File: config.mk
export PLATFORM = sky130hd
export DESIGN_NAME = sensor_scratchpad_frame_checker_unit
export DESIGN_NICKNAME = d
export VERILOG_FILES = /design/src/rtl/sfc_pkg.sv /design/src/rtl/sfc_frame.sv /design/src/rtl/sensor_scratchpad_frame_checker_unit.sv
export SDC_FILE = /design/constraint.sdc
export NUM_CORES = 1
export LEC_CHECK = 0
export ABC_AREA = 0
export ABC_CLOCK_PERIOD_IN_PS = 2600
export BUFFER_PORTS_ARGS = -buffer_cell sky130_fd_sc_hd__clkbuf_2
export CORE_MARGIN = 2
export CORE_UTILIZATION = 52
export CTS_CLUSTER_DIAMETER = 120
export DETAILED_ROUTE_END_ITERATION = 16
export GPL_TIMING_DRIVEN = 0
export PLACE_DENSITY = 0.76
export SYNTH_ARGS = -nofsm -noshare
export SYNTH_HDL_FRONTEND = slang
export SYNTH_SLANG_ARGS = --single-unit
File: constraint.sdc
create_clock -name clk -period 2.6 [get_ports clk]
set_clock_uncertainty 0.2 [all_clocks]
set_input_delay 0.26 -clock clk [delete_from_list [all_inputs] [get_ports clk]]
set_output_delay 0.26 -clock clk [all_outputs]
set_load 0.02 [all_outputs]
File: src/rtl/sfc_pkg.sv
// ----------------------------------------------------------------------------
// sfc_pkg
// Types, status codes and the CRC-8 step shared by the scratchpad frame
// checker.
// ----------------------------------------------------------------------------
package sfc_pkg;

  localparam int unsigned FRAME_DATA_BYTES = 8;
  localparam int unsigned COUNT_W          = 4;
  localparam logic [7:0]  CRC_POLY         = 8'h8C;

  localparam logic [1:0] ST_OK    = 2'd0;
  localparam logic [1:0] ST_CRC   = 2'd1;
  localparam logic [1:0] ST_NODEV = 2'd2;
  localparam logic [1:0] ST_ZERO  = 2'd3;

  localparam logic signed [15:0] SENTINEL_CRC   = 16'sd16000;
  localparam logic signed [15:0] SENTINEL_NODEV = 16'sd17600;
  localparam logic signed [15:0] SENTINEL_ZERO  = 16'sd19200;

  typedef struct packed {
    logic       no_presence;
    logic [7:0] rx_byte;
  } item_t;

  typedef struct packed {
    logic [1:0]         status;
    logic signed [15:0] reading;
  } result_t;

  // reflected CRC-8, LSB first, one byte per call
  function automatic logic [7:0] crc8_byte(input logic [7:0] crc_in,
                                           input logic [7:0] data_in);
    logic [7:0] crc;
    logic [7:0] data;
    logic       feedback;
    crc  = crc_in;
    data = data_in;
    for (int k = 0; k < 8; k++) begin
      feedback = crc[0] ^ data[0];
      crc      = crc >> 1;
      if (feedback) begin
        crc = crc ^ CRC_POLY;
      end
      data = data >> 1;
    end
    return crc;
  endfunction

endpackage

File: src/rtl/sfc_frame.sv
// ----------------------------------------------------------------------------
// sfc_frame
// Frame state (byte count, running CRC, nonzero flag, bytes 0 and 1) and the
// result decision for each accepted word.
// ----------------------------------------------------------------------------
module sfc_frame
  import sfc_pkg::*;
(
  input  logic    clk,
  input  logic    rst,
  input  logic    fire,
  input  item_t   item,
  output logic    res_fire,
  output result_t res
);

  logic [COUNT_W-1:0] byte_count;
  logic [7:0]         running_crc;
  logic               any_nonzero;
  logic [7:0]         reading_low;
  logic [7:0]         reading_high;

  logic data_byte;

  assign data_byte = (byte_count < COUNT_W'(FRAME_DATA_BYTES));

  always_comb begin
    res_fire = fire && (item.no_presence || !data_byte);
    if (item.no_presence) begin
      res.status  = ST_NODEV;
      res.reading = SENTINEL_NODEV;
    end else if (!any_nonzero) begin
      res.status  = ST_ZERO;
      res.reading = SENTINEL_ZERO;
    end else if (running_crc != item.rx_byte) begin
      res.status  = ST_CRC;
      res.reading = SENTINEL_CRC;
    end else begin
      res.status  = ST_OK;
      res.reading = {reading_high, reading_low};
    end
  end

  always_ff @(posedge clk) begin
    if (rst) begin
      byte_count   <= '0;
      running_crc  <= '0;
      any_nonzero  <= 1'b0;
      reading_low  <= '0;
      reading_high <= '0;
    end else if (fire) begin
      if (item.no_presence || !data_byte) begin
        byte_count   <= '0;
        running_crc  <= '0;
        any_nonzero  <= 1'b0;
        reading_low  <= '0;
        reading_high <= '0;
      end else begin
        running_crc <= crc8_byte(running_crc, item.rx_byte);
        if (item.rx_byte != 8'h00) begin
          any_nonzero <= 1'b1;
        end
        if (byte_count == COUNT_W'(0)) begin
          reading_low <= item.rx_byte;
        end else if (byte_count == COUNT_W'(1)) begin
          reading_high <= item.rx_byte;
        end
        byte_count <= byte_count + COUNT_W'(1);
      end
    end
  end

  a_count_range: assert property (@(posedge clk) disable iff (rst)
    byte_count <= COUNT_W'(FRAME_DATA_BYTES))
    else $error("byte count past frame length");

  a_restart: assert property (@(posedge clk) disable iff (rst)
    res_fire |=> (byte_count == '0 && running_crc == '0 && !any_nonzero))
    else $error("frame state not cleared after result");

  a_zero_flag: assert property (@(posedge clk) disable iff (rst)
    (byte_count == '0) |-> !any_nonzero)
    else $error("nonzero flag set with empty frame");

endmodule

File: src/rtl/sensor_scratchpad_frame_checker_unit.sv
// ----------------------------------------------------------------------------
// sensor_scratchpad_frame_checker_unit
// Checks the nine-byte scratchpad frame of a single-wire temperature sensor
// and reports status and reading once per frame or failed bus reset.
//
//   channel  direction  handshake                 word
//   item     in         item_valid / item_stall   item_t   (no_presence, rx_byte)
//   result   out        result_valid / result_stall result_t (status, reading)
//
// One word is accepted every cycle while item_stall is low; a result is
// registered from the word that causes it (ninth byte or failed bus reset).
// The CRC over one byte is a single unrolled step between the frame
// registers, so only item_stall limits the rate below one word per cycle.
// Synchronous active-high reset clears the frame state and both result slots.
// A stalled result holds in the output register; one more result lands in a
// skid slot, and only while that slot is full is item_stall raised.
// ----------------------------------------------------------------------------
module sensor_scratchpad_frame_checker_unit
  import sfc_pkg::*;
(
  input  logic    clk,
  input  logic    rst,
  input  logic    item_valid,
  output logic    item_stall,
  input  item_t   item,
  output logic    result_valid,
  input  logic    result_stall,
  output result_t result
);

  logic    fire;
  logic    res_fire;
  result_t res;
  logic    take;
  logic    skid_valid;
  result_t skid;

  assign item_stall = skid_valid;
  assign fire       = item_valid && !item_stall;
  assign take       = result_valid && !result_stall;

  sfc_frame u_frame (
    .clk      (clk),
    .rst      (rst),
    .fire     (fire),
    .item     (item),
    .res_fire (res_fire),
    .res      (res)
  );

  always_ff @(posedge clk) begin
    if (rst) begin
      result_valid <= 1'b0;
      skid_valid   <= 1'b0;
    end else if (!result_valid || take) begin
      if (skid_valid) begin
        result_valid <= 1'b1;
        skid_valid   <= 1'b0;
      end else begin
        result_valid <= res_fire;
      end
    end else if (res_fire) begin
      skid_valid <= 1'b1;
    end
  end

  always_ff @(posedge clk) begin
    if (!result_valid || take) begin
      if (skid_valid) begin
        result <= skid;
      end else if (res_fire) begin
        result <= res;
      end
    end else if (res_fire) begin
      skid <= res;
    end
  end

  a_skid_behind_out: assert property (@(posedge clk) disable iff (rst)
    skid_valid |-> result_valid)
    else $error("skid slot full with output empty");

  a_skid_drains: assert property (@(posedge clk) disable iff (rst)
    (skid_valid && !result_stall) |=> (result_valid && !skid_valid))
    else $error("skid slot did not move to output");

  a_no_loss: assert property (@(posedge clk) disable iff (rst)
    (res_fire && result_valid && result_stall) |=> skid_valid)
    else $error("result dropped while output stalled");

endmodule

==> flow_metrics.tcl <==
set metrics [dict create \
    track_usage_pct 19.5 \
    tightestPinTransition_ns 0.949 \
    first_pass_iters 4 \
    synth_top_cell_by_area "edfxtp_1" \
    die_x_um 79.1 \
    port_buffers 31 \
    endpoint_kind "flop" \
    arrival_ns 2.07 \
    synth_nets 265 \
    clock_path_buffers 2 \
    slew_viol_final 0 \
    drive_above_1_share_pct 24.7 \
    htree_levels 3 \
    hold_viol 0 \
    hp-start "item[7]" \
    grt_setup_unrepaired "no" \
    reg2reg_depth 3 \
    setup_viol 0 \
    synth-seq-cells 67 \
    multi_input_area_sq_um 1180 \
    final_common_cell "edfxtp_1" \
    grt_max_degree 19 \
    rows 27 \
    antenna_found_initial 0 \
    async_flop_share_pct 0 \
    ir_worst_vdd_mv 0.363 \
    clk_latency_ns 0.34 \
    crit_type "flop to flop" \
    hpwl_um 3850 \
    routed_wl_um 5580 \
    clkPwrFrac_pct 35.5 \
    internal-power_mw 1.77 \
    drc 0 \
    crit_required_ns 2.36 \
    die_area_sq_um 6260 \
    core_sq_um 5470 \
    critPathMaxFanout 18 \
    antenna_cells 0 \
    min_path_type "input port to flop" \
    dpl_cell_area_sq_um 3190 \
    tritoncts "done" \
    root_buffer "clkbuf_8" \
    synth_cell_types 43 \
    vias 1996 \
    post_drt_wl_per_cell_um 15.2 \
    fmax_ghz 0.433 \
    via_per_inst 5.42 \
    switching_power_mw 0.628 \
    crit_start "item_stall$_SDFFE_PP0P_" \
    drv_cap 0 \
    avgSynthCellArea_sq_um 11.8 \
    layout.cells.non_filler 368 \
    antenna_left 0 \
    initial_core_util_pct 53.6 \
    final_cell_area_sq_um 3390 \
    grt_pass1_wl_um 9270 \
    p_leak_nw 1.23 \
    power.total_mw 2.40 \
    final_util_pct 61.9 \
    max_stage_delay_ns 0.72 \
    seq_area_frac_synth_pct 58.0 \
    synth-main-ff-cell "edfxtp_1" \
    yosysTopAreaCellShare_pct 36.8 \
    synthCells 249 \
    synth.top_cells.by_area "edfxtp_1 (37%), dfxtp_1 (21%), a22oi_1 (5.6%), mux2_2 (5.0%), nor2_1 (4.0%)" \
    relSlewSlack_pct 36.7 \
    drtIter0Drc 186 \
    layout.nets 307 \
    fin_crit_ns 2.31 \
    fin_tns_setup_ns 0 \
    crit_chain "clkbuf_1 > a21oi_1 > a21oi_2" \
    gp_congestion 0.787 \
    synth_edf_count 36 \
    switching_share_pct 26.1 \
    worstReg2RegStart "item_stall$_SDFFE_PP0P_" \
    finalCritPeriodShare_pct 88.8 \
    yosysWarnings 0 \
    combinationalPowerShare_pct 15.3 \
    post_cts.repair.setup_buffers 0 \
    clk_pin_slew_ns 0.07 \
    hold-path-cell-count 3 \
    p_seq_share_pct 49.2 \
    overflow 0 \
    status "completed" \
    chipHeight_um 79.1 \
    regArea_sq_um 1700 \
    slowest_stage "a21oi_2" \
    layout_common_cells "edfxtp_1 (36), nor2_1 (31), clkbuf_2 (31), dfxtp_1 (31), a22oi_1 (22)" \
    post-place-cells 352 \
    fillCellCount 460 \
    grt_pass1_vias 1894 \
    worstSetupStartpointType "flop" \
    syn_area_sq_um 2940 \
    cts.sinks 67 \
    io_pins 33 \
    power.density_nw_per_um2 709 \
    area_growth_syn_to_layout_pct 15.5 \
    cts_made_buffers 9 \
]
==> final timing paths <==
| kind | to | slack, ns |
|---|---|---|
| min | u_frame.reading_high[7]$_SDFFE_PP0P_ | 0.05 |
| max reg2reg | result[16]$_DFFE_PP_ | 0.29 |
| max | result[16]$_DFFE_PP_ | 0.29 |
| min reg2reg | u_frame.reading_low[5]$_SDFFE_PP0P_ | 0.30 |
==> area by class of cell <==
type / instances / area share (%)
buffer: 14 / 1.59
clock buffer: 11 / 4.17
clock inverter: 5 / 1.55
inverter: 4 / 0.443
multi-input combinational: 164 / 34.8
sequential: 67 / 50.2
tap: 72 / 2.66
timing repair buffer: 31 / 4.58
==> worst max-delay path, delay by kind of cell, from the launching register on <==
family,cells,cell delay (ns)
DFF,1,0.48
buffers and inverters,1,0.38
AOI/OAI and AO/OA,2,0.86
==> power groups by stage <==
stage | sequential [mW] | combinational [mW] | clock [mW]
5_1_grt | 1.19 | 0.399 | 0.918
4_1_cts | 1.18 | 0.367 | 0.860
3_5_place_dp | 1.21 | 0.359 | 0
6_report | 1.18 | 0.367 | 0.853
2_1_floorplan | 1.22 | 0.264 | 0
3_3_place_gp | 1.20 | 0.354 | 0
==> synthesized netlist by cell type (3+ instances only) <==
cell      instances
edfxtp_1         36
dfxtp_1          31
nor2_1           31
a22oi_1          22
mux2_2           13
clkbuf_1         12
xnor2_1          12
a21oi_1           9
and2_1            7
nand2_1           6
nor3_1            6
nor2b_1           5
inv_1             4
nand2b_1          4
o31ai_1           4
xnor2_2           4
xor2_1            4
a31oi_1           3
ha_1              3
nor4_1            3
==> layer usage <==
metal	GRT usage [%]	wire length, um	up-vias
li1	-	-	985
met1	25.9	2510	941
met2	30.8	2730	58
met3	3.64	236	12
met4	9.83	102	0
met5	0	0	-
==> kinds of logic after synthesis <==
kind of cell               Yosys count  share of synthesized area, %
DFF                                 67                          58.0
xor gates and xnor gates            22                          8.10
buffers and inverters               18                          2.34
and+or+nand+nor                     78                          13.9
muxes                               13                          4.99
AOI/OAI and AO/OA                   48                          11.4
adders and majority gates            3                          1.28
==> stage by stage <==
step / worst slack [ns] / hold slack [ns]
final: 0.292 / 0.0535
after global routing: 0.0709 / 0.0694
after CTS: 0.242 / 0.0439
after detailed placement: -0.0168 / 0.282
after global placement: -0.237 / 0.277
after floorplan: 0.162 / 0.208
==> repair_timing <==
action / in CTS / in global routing
setup endpoints to repair: 18 / 0
gates resized for setup: 1 / 0
hold buffers: 0 / 0
==> flip-flops by register name, indices dropped and copies added, names as in the netlist <==
| signal | flops |
|---|---|
| result | 18 |
| skid | 18 |
| u_frame.byte_count | 4 |
| result_valid | 1 |
| u_frame.reading_high | 8 |
| item_stall | 1 |
| u_frame.reading_low | 8 |
| u_frame.any_nonzero | 1 |
| u_frame.running_crc | 8 |
No activity file was read; power rests on OpenSTA's default activity.
